==> src/hw/rtl/rzba_pick.sv <==
module rzba_pick #(
    parameter int WIDTH = 8
) (
    input  logic [WIDTH-1:0]                             free,
    output logic                                         found,
    output logic [((WIDTH > 1) ? $clog2(WIDTH) : 1)-1:0] index
);

    localparam int IW = (WIDTH > 1) ? $clog2(WIDTH) : 1;

    // Lowest set bit wins: scan from the top so the lowest index is assigned last.
    always_comb
    begin
        index = '0;
        for (int i = WIDTH - 1; i >= 0; i--)
        begin
            if (free[i])
            begin
                index = IW'(i);
            end
        end
    end

    assign found = |free;

endmodule

==> config.mk <==
export PLATFORM = sky130hd
export DESIGN_NAME = rzba_pick
export DESIGN_NICKNAME = d
export VERILOG_FILES = /design/src/hw/rtl/rzba_pick.sv
export SDC_FILE = /design/constraint.sdc
export NUM_CORES = 1
export LEC_CHECK = 0
export ABC_AREA = 1
export BUFFER_PORTS_ARGS = -buffer_cell sky130_fd_sc_hd__buf_2
export CORE_AREA = 10 10 47 49
export DETAILED_ROUTE_END_ITERATION = 10
export DIE_AREA = 0 0 57 59
export PLACE_DENSITY = 0.3
export SLEW_MARGIN = 20
export SYNTH_ARGS = -nofsm -noshare
export SYNTH_HDL_FRONTEND = slang
export SYNTH_SLANG_ARGS = --single-unit
==> constraint.sdc <==
create_clock -name vclk -period 0.8
set_clock_uncertainty 0.15 [all_clocks]
set_input_delay 0.04 -clock vclk [all_inputs]
set_output_delay 0.04 -clock vclk [all_outputs]
set_load 0.02 [all_outputs]
## After elaboration in Yosys (flattened, before gate mapping)

Cells that the tools add are included.

- Flip-flop bits (word level): 0
- Input bits: 8
- Output and inout bits: 4
- Logic and storage cells: 9

- Mux-type cells: 8
- Reduce and logical (&&, ||, !) cells: 1

Operators with widths:

| kind | number |
|---|---|
| 3-bit 2-to-1 mux | 8 |
| 8-bit OR reduction | 1 |

## Logic depth before layout (Yosys ltp)

Gate-level depths: netlist (run 1).

- Depth in word-level cells: 8
- Gate-level depth with buffers: 7
- Mapped depth without buffers: 7

## Worst setup path before layout (run 1)

OpenSTA, ideal clock, no wires.

- Path kind: input to output
- From: input port free[6]
- To: output port index[0] (netlist name)
- Data arrival time: 0.622 ns
- Data required time: 0.610 ns
- Slack: -0.012 ns
- Cell stages on the path: 7
- Path buffers: 0
- Cell sequence: inv_1 nand2_1 nand2_1 nand2_1 nand2_1 nand2_1 a21oi_1

- Cells in the longest elaborated chain, start to end: 7

Ends and longest elaborated chain:

| element | RTL line | source |
|---|---|---|
| start: declaration | 4 | `input logic [WIDTH-1:0] free,` |
| 3-bit 2-to-1 mux (7 in series) | 17 | `if (free[i])` |
| end: declaration | 6 | `output logic [((WIDTH > 1) ? $clog2(WIDTH) : 1)-1:0] index` |

No other way between the ends.

## Worst setup path after layout (run 1)

- From: input port free[6]
- To: output port found

- Cells in the longest elaborated chain, start to end: 1

Ends and longest elaborated chain:

| element | RTL line | source |
|---|---|---|
| 8-bit OR reduction | 24 | `assign found = \|free;` |
| end: declaration | 5 | `output logic found,` |

No other way between the ends.

==> results by group, run 1 <==
Place
  – DP Area: 190 um^2
  – Placed Instances: 51
  – DPL Wire Length: between 300 and 400 um
  – Routability congestion estimate: approximately 0.56
  – IO buf count: 12

Worst setup path
  – Crit end category: output port
  – Critical setup path kind: in2out
  – Critical-path top delay cell: or2_4
  – CP delay by family, top: simple AND/OR/NAND/NOR gates
  – WP data required: about 610 ps
  – Critical path origin: free[6]
  – Crit path DAT: between 700 and 800 ps
  – CP Cell Sequence: buf_6, or2_4, nor3_4, nand2_1, buf_2
  – CP Launch Type: input port
  – Crit Path Max Fanout: 2
  – CP max stage delay: 250 ps
  – Crit path buf inv count: 2

Cells and area
  – Layout cells sized above 1: between 40% and 50%
  – Sequential cell area: 0 um^2
  – Finished Layout Cells: 51
  – Highest-count cells in the layout ignoring fill and taps: inv_1, buf_2, nand2_1
  – FFs & Latches: 0
  – Design Area, Final: 213 um^2
  – Fillers: 179
  – Clock buffers: 0
  – Area grow syn2layout: 115%
  – NumNets Final: 45
  – Antenna diode count: 0

Floorplanning
  – FP Rows: 14
  – Die height: ~59 um
  – Die width: ~57 um
  – Floorplan core area: 1400 um^2
  – I/O pin count: 12
  – Die area: roughly 3400 um^2
  – Effective utilization at floorplan: under 10%

GRT
  – Antenna violations before repair: 0
  – Overflow after GRT: 0
  – GRT Util Overall: under 10%
  – First-pass GRT wire length: 662 um
  – Largest net degree at the start of global routing: 4
  – Vias in the first global route: between 150 and 200

Routing
  – Met3 WL: roughly 50 um
  – DRT met1 WL: 190 um
  – Detailed-route via count: between 150 and 200
  – Starting DRT DRC Count: 2
  – ANT nets after route: 0
  – Via density per instance: between 3 and 4
  – Uppermost layer routed: met3
  – DR pass1 iterations: 4
  – Final wirelength: around 430 um
  – Drt wl/cell: 8.39 um
  – Met2 routed WL: 187 um
  – Residual DRC count: 0

Power and ir drop
  – Lkg Pwr: 0.000137 uW
  – Switching fraction of total power: between 50% and 60%
  – Share of power burned in registers: 0%
  – Pint: between 40 and 50 uW
  – Power per cell area: approximately 440 nW/um^2
  – Clk network pwr share: 0%
  – Switching power: between 40 and 50 uW
  – Worst VDD drop: ~0.00013 V
  – Power share of the combinational group: between 90% and 100%

STA
  – Slew @ Worst Pin: ~140 ps
  – Max-Slew Margin vs Limit: a little over 90%
  – Tmin final: about 920 ps
  – RSZ-0062 raised after global routing: yes
  – Final Setup Violations: 4
  – Hold Vio Cnt, Final: 0
  – Max Freq: about 1.1 GHz
  – Part of the cycle the worst path needs: 115%
  – Max Slew Vio Count: 0
  – Worst setup margin: -116 ps
  – Hold_ws: between 200 and 300 ps

Clock tree
  – Post-CTS Setup Bufs: 0

Synthesis
  – Top post-synthesis cells by area: inv_1, nand2_1, nor3_2
  – Cell taking the most area after synthesis: inv_1
  – Syn Nets: 30
  – Share of the synthesized area in the top cell type: a little under a third
  – Yosys cell types: 9
  – Register area share after synthesis: 0%
  – Ys Warns: 0
  – Cells after synthesis: 22
  – Synth Cell Area: around 99 um^2
  – Avg Synthesized Cell Area: around 4.5 um^2

Min path
  – Worst hold path startpoint: free[5]
  – Worst Hold Class: in2out

Run
  – Max_cap viols: 0

Outcome
  – Status: finished, violations left
  – Failing checks: negative setup slack
[worst paths after layout]
path                  depth (start not counted)  endpoint  slack, ps
worst max-delay path                          5     found       -120
worst min-delay path                          4     found        270
[layer usage]
metal | global-route usage, % | up-vias
met4 | 0 | 0
met1 | 2.59 | 67
met5 | 0 | -
li1 | - | 91
met2 | 3.88 | 9
met3 | 1.07 | 0
[repair_timing]
| item | CTS | global route |
|---|---|---|
| endpoints found under the hold margin | 0 | 0 |
| pin swaps | 1 | 0 |
| hold buffers | 0 | 0 |
| resized for setup | 6 | 0 |
| endpoints found under the setup margin | 4 | 4 |
[synth_stat cells]
cell type  instances
a21oi_1            1
inv_1              8
nand3_1            1
nor2_1             1
nand2_1            7
or2_1              1
a31oi_1            1
nand4_1            1
nor3_2             1
[kinds of logic after synthesis]
logic type / share of synthesized area [%]
AND/OR/NAND/NOR: 58.2
buffers and inverters: 30.4
AO/OA/AOI/OAI: 11.4
[power by group through the flow]
stage | clock [uW] | combinational, uW | sequential (uW)
after floorplan | 0 | 41.3 | 0
final | 0 | 92.8 | 0
after global placement | 0 | 80.1 | 0
after CTS | 0 | 93.7 | 0
after detailed placement | 0 | 79.9 | 0
after global routing | 0 | 103 | 0
[final cells by class]
| cell class | instances | area (um^2) | area share [%] |
|---|---|---|---|
| inverter | 8 | 30.0 | 14.1 |
| tap | 16 | 20.0 | 9.41 |
| timing repair buffer | 13 | 81.3 | 38.2 |
| multi-input combinational | 14 | 81.3 | 38.2 |
[metrics by stage]
stage | power, uW | setup TNS (ps) | util, % | worst slack, ps
finish | 92.8 | -388 | 15.2 | -116
global route | 103 | -579 | 15.2 | -158
CTS | 93.7 | -428 | 15.2 | -132
detailed placement | 79.9 | -511 | 13.6 | -162
global placement | 80.1 | -492 | 13.6 | -154
floorplan | 41.3 | 0 | - | 30.8
[tightest hold or removal path, cell delays in order]
cell     delay (ps)
buf_4           100
nor3_4           40
nand2_1          40
buf_2           150
No activity file was read; power rests on OpenSTA's default activity.
==> inputs of run 2 (changes only) <==
--- a/config.mk
+++ b/config.mk
@@ -7,10 +7,12 @@
 export LEC_CHECK = 0
 export ABC_AREA = 1
 export BUFFER_PORTS_ARGS = -buffer_cell sky130_fd_sc_hd__buf_2
+export CELL_PAD_IN_SITES_DETAIL_PLACEMENT = 1
+export CELL_PAD_IN_SITES_GLOBAL_PLACEMENT = 1
 export CORE_AREA = 10 10 47 49
 export DETAILED_ROUTE_END_ITERATION = 10
 export DIE_AREA = 0 0 57 59
-export PLACE_DENSITY = 0.3
+export PLACE_DENSITY = 0.44
 export SLEW_MARGIN = 20
 export SYNTH_ARGS = -nofsm -noshare
 export SYNTH_HDL_FRONTEND = slang
==> run 2 against run 1 <==
The run still ends with negative setup slack left. Die area unchanged. Count of clock-buffer cells in the layout did not move. Setup slack improved by 1.4 ps. Combinational power down 0.8%. Wire length grew 2.6%. Non-clock buffer count unchanged. Sequential share of layout area stayed put. Critical path type unchanged. Largest cell class unchanged. Highest routed layer unchanged.
==> results by group, run 2 (same netlist as run 1, synthesis figures left out) <==
Outcome
  – Status: finished, violations left
  – Failing checks: negative setup slack

Place
  – DPL Wire Length: 417 um
  – Routability congestion estimate: between 0.5 and 0.6
  – Post-place setup slack: -152 ps
  – DP Area: 190 um^2
  – IO buf count: 12

Routing
  – Via density per instance: 3.33
  – Final wirelength: about 440 um
  – Starting DRT DRC Count: 0
  – ANT nets after route: 0
  – Detailed-route via count: 170
  – Drt wl/cell: roughly 8.6 um
  – DR pass1 iterations: 1
  – Residual DRC count: 0

Worst setup path
  – Critical path origin: free[6]
  – CP Launch Type: input port
  – Crit Path Max Fanout: 2
  – Crit end category: output port
  – WP data required: a little over 600 ps
  – Critical setup path kind: in2out
  – Crit path DAT: 730 ps

STA
  – Final Setup Violations: 4
  – Max Slew Vio Count: 0
  – Slew @ Worst Pin: roughly 140 ps
  – Hold Vio Cnt, Final: 0
  – RSZ-0062 raised after global routing: yes
  – Tmin final: between 900 and 1000 ps
  – Part of the cycle the worst path needs: 114%
  – Max Freq: about 1.1 GHz
  – Worst setup margin: -115 ps
  – Max-Slew Margin vs Limit: around 91%

GRT
  – First-pass GRT wire length: 648 um
  – Antenna violations before repair: 0
  – Largest net degree at the start of global routing: 4
  – Overflow after GRT: 0
  – GRT Util Overall: under 10%
  – Vias in the first global route: between 150 and 200

Cells and area
  – FFs & Latches: 0
  – Fillers: 190
  – Highest-count cells in the layout ignoring fill and taps: inv_1, buf_2, nand2_1
  – Design Area, Final: 213 um^2
  – Clock buffers: 0
  – NumNets Final: 45
  – Layout cells sized above 1: around 46%
  – Antenna diode count: 0
  – Sequential cell area: 0 um^2
  – Area grow syn2layout: 115%

Min path
  – Worst hold path startpoint: free[5]
  – Min-Delay Path Depth: 4
  – Worst Hold Class: in2out

Floorplanning
  – Die height: 59 um
  – I/O pin count: 12
  – Floorplan core area: between 1000 and 1500 um^2
  – Die area: 3360 um^2
  – Effective utilization at floorplan: ~7.1%
  – FP Rows: 14
  – Die width: ~57 um

Power and ir drop
  – Worst VDD drop: about 0.0001 V
  – Lkg Pwr: ~0.00014 uW
  – Power per cell area: 433 nW/um^2

Run
  – Max_cap viols: 0

Clock tree
  – Post-CTS Setup Bufs: 0
run 2: cell counts in the layout (fill, tap and decap cells not counted):
Identical to the previous run, type by type.
run 2: layout make-up:
class                           instances  area, um^2  share of cell area [%]
Inverter                                8        30.0                    14.1
Tap cell                               16        20.0                    9.41
Multi-Input combinational cell         14        81.3                    38.2
Timing Repair Buffer                   13        81.3                    38.2
run 2: path summary, 6_finish.rpt:
check                   to  slack, ps
hold / removal       found        260
setup / recovery  index[2]       -120
run 2: timing repair:
item                       4_1_cts  5_1_grt
hold buffers                     0        0
pin swaps                        0        1
resized for setup                6        0
setup endpoints to repair        4        4
run 2: routing by layer:
metal / track usage [%] / vias up / share of wire [%]
li1: - / 93 / -
met5: 0 / - / 0
met1: 2.72 / 70 / 46
met3: 0.644 / 0 / 7.1
met2: 3.88 / 7 / 46
met4: 0 / 0 / 0
run 2: worst max-delay path, cell delays in order:
cell    delay (ps)
buf_6           90
or2_4          250
nor3_4         120
nor2_1          70
buf_4          150
run 2: power by group:
| part | internal, uW | switching (uW) |
|---|---|---|
| clock | 0 | 0 |
| combinational | 44.7 | 47.4 |
| sequential | 0 | 0 |
| total | 44.7 | 47.4 |
run 2: metrics by stage:
step	hold slack [ps]	total power (uW)	setup TNS [ps]	cells	util, %
2_1_floorplan	-28.4	41.3	0	22	-
3_3_place_gp	284	80.2	-524	51	13.6
3_5_place_dp	272	80.9	-518	51	13.6
4_1_cts	274	94.9	-426	51	15.2
6_report	260	92.1	-373	51	15.2
5_1_grt	298	103	-572	51	15.2
==> inputs of run 3 (changes only) <==
==> constraint.sdc (replaced) <==
create_clock -name vclk -period 1.2
set_clock_uncertainty 0.15 [all_clocks]
set_input_delay 0.06 -clock vclk [all_inputs]
set_output_delay 0.06 -clock vclk [all_outputs]
set_load 0.02 [all_outputs]
==> run 3 against run 2 <==
The run now ends clean. Setup slack improved by 320 ps. Critical path depth did not move. Cell count down 2.0%. Critical endpoint is now found. Largest cell class unchanged. Largest power group unchanged.
==> results by group, run 3 (same netlist as run 1, synthesis figures left out) <==
GRT
  – Vias in the first global route: 174
  – GRT Util Overall: under 10%
  – First-pass GRT wire length: about 700 um
  – Overflow after GRT: 0
  – Antenna violations before repair: 0
  – Largest net degree at the start of global routing: 4

Cells and area
  – Highest-count cells in the layout ignoring fill and taps: buf_2, inv_1, nand2_1
  – Multi-input gate area: 68.8 um^2
  – Commonest non-fill, non-tap cell in the layout: buf_2
  – Area grow syn2layout: 81.0%
  – NumNets Final: 44
  – Layout cells sized above 1: between 30% and 40%
  – Clock buffers: 0
  – Antenna diode count: 0
  – FFs & Latches: 0
  – Fillers: between 150 and 200
  – Sequential cell area: 0 um^2

Worst setup path
  – CP Cell Sequence: buf_2, or2_1, nor3_2, nand2_1, buf_2
  – Crit Path Max Fanout: 2
  – Crit end category: output port
  – Critical setup path kind: in2out
  – Critical-path top delay cell: or2_1
  – CP Launch Type: input port
  – WP data required: between 900 and 1000 ps
  – Cell mode on critical path: buf_2
  – CP max stage delay: between 200 and 250 ps
  – Crit path DAT: roughly 790 ps

Min path
  – Min-Delay Path Depth: 3
  – Hold Path End: index[0]
  – Worst hold path startpoint: free[0]
  – Worst Hold Class: in2out

STA
  – Max Slew Vio Count: 0
  – Hold Vio Cnt, Final: 0
  – RSZ-0062 raised after global routing: no
  – Max-Slew Margin vs Limit: 87.7%
  – Final Setup Violations: 0
  – Setup TNS: 0 ps
  – Part of the cycle the worst path needs: 83.0%
  – Max Freq: approximately 1 GHz
  – Worst setup margin: between 200 and 250 ps
  – Slew @ Worst Pin: about 180 ps
  – Tmin final: ~1000 ps

Place
  – DPL Wire Length: 412 um
  – IO buf count: 12
  – Post-place setup slack: 178 ps
  – Routability congestion estimate: roughly 0.63

Routing
  – Residual DRC count: 0
  – Via density per instance: 3.26
  – Detailed-route via count: between 150 and 200
  – DR pass1 iterations: 1
  – Starting DRT DRC Count: 0
  – ANT nets after route: 0
  – Drt wl/cell: about 8.3 um
  – Final wirelength: 417 um

Power and ir drop
  – Pint: roughly 21 uW
  – Switching power: about 27 uW
  – Worst VDD drop: approximately 0.000069 V
  – Power share of the combinational group: between 90% and 100%
  – Lkg Pwr: 0.000123 uW
  – Power per cell area: 269 nW/um^2
  – Clk network pwr share: 0%
  – Share of power burned in registers: 0%
  – Switching fraction of total power: 57.0%

Floorplanning
  – Die height: slightly below 60 um
  – I/O pin count: 12
  – FP Rows: 14
  – Die area: ~3400 um^2
  – Effective utilization at floorplan: between 7 and 8%
  – Die width: 57 um
  – Floorplan core area: approximately 1400 um^2

Clock tree
  – Post_cts resized: 0
  – Post-CTS Setup Bufs: 0
  – Hold buffer count at CTS: 0

Outcome
  – Status: finished, final reports clean

Run
  – Max_cap viols: 0
[run 3: cell types whose count changed in the layout (fill, tap and decap cells not counted), sizes merged]
cell / change
buf: -1
[run 3: metal layers]
layer  wire [um]  up-vias  global-route usage, %
met5           0        -                      0
met4           0        0                      0
met3          43        0                   1.07
met2         188        7                   3.88
met1         185       67                   2.83
li1            -       89                      -
[run 3: area by class of cell]
| class | instances | share of cell area, % |
|---|---|---|
| multi-input cells | 14 | 38.5 |
| repair buffers | 12 | 33.6 |
| inverters | 8 | 16.8 |
| well taps | 16 | 11.2 |
[run 3: through the flow]
| stage | std cells | power, uW | hold slack [ps] | instance area [um^2] | util [%] |
|---|---|---|---|---|---|
| detailed placement | 50 | 49.6 | 242 | 179 | 12.8 |
| global route | 50 | 55.7 | 254 | 179 | 12.8 |
| global placement | 50 | 49.8 | 238 | 179 | 12.8 |
| floorplan | 22 | 26.2 | 46.9 | 98.8 | - |
| CTS | 50 | 49.7 | 244 | 179 | 12.8 |
| finish | 50 | 48.1 | 241 | 179 | 12.8 |
[run 3: critical path, delay by kind of cell]
kind          cells  cell delay (ps)
simple gates      3              460
buf+inv           2              260
[run 3: power groups by stage]
stage                     registers, uW  clock network, uW  logic (uW)
final                                 0                  0        48.1
after global routing                  0                  0        55.7
after CTS                             0                  0        49.7
after detailed placement              0                  0        49.6
after global placement                0                  0        49.8
after floorplan                       0                  0        26.2
[run 3: worst max-delay path by stage]
stage	slack (ps)	to	from
floorplan	350	index[0]	free[6]
global placement	190	found	free[6]
detailed placement	180	found	free[6]
CTS	180	found	free[6]
global route	130	found	free[6]
finish	200	found	free[6]
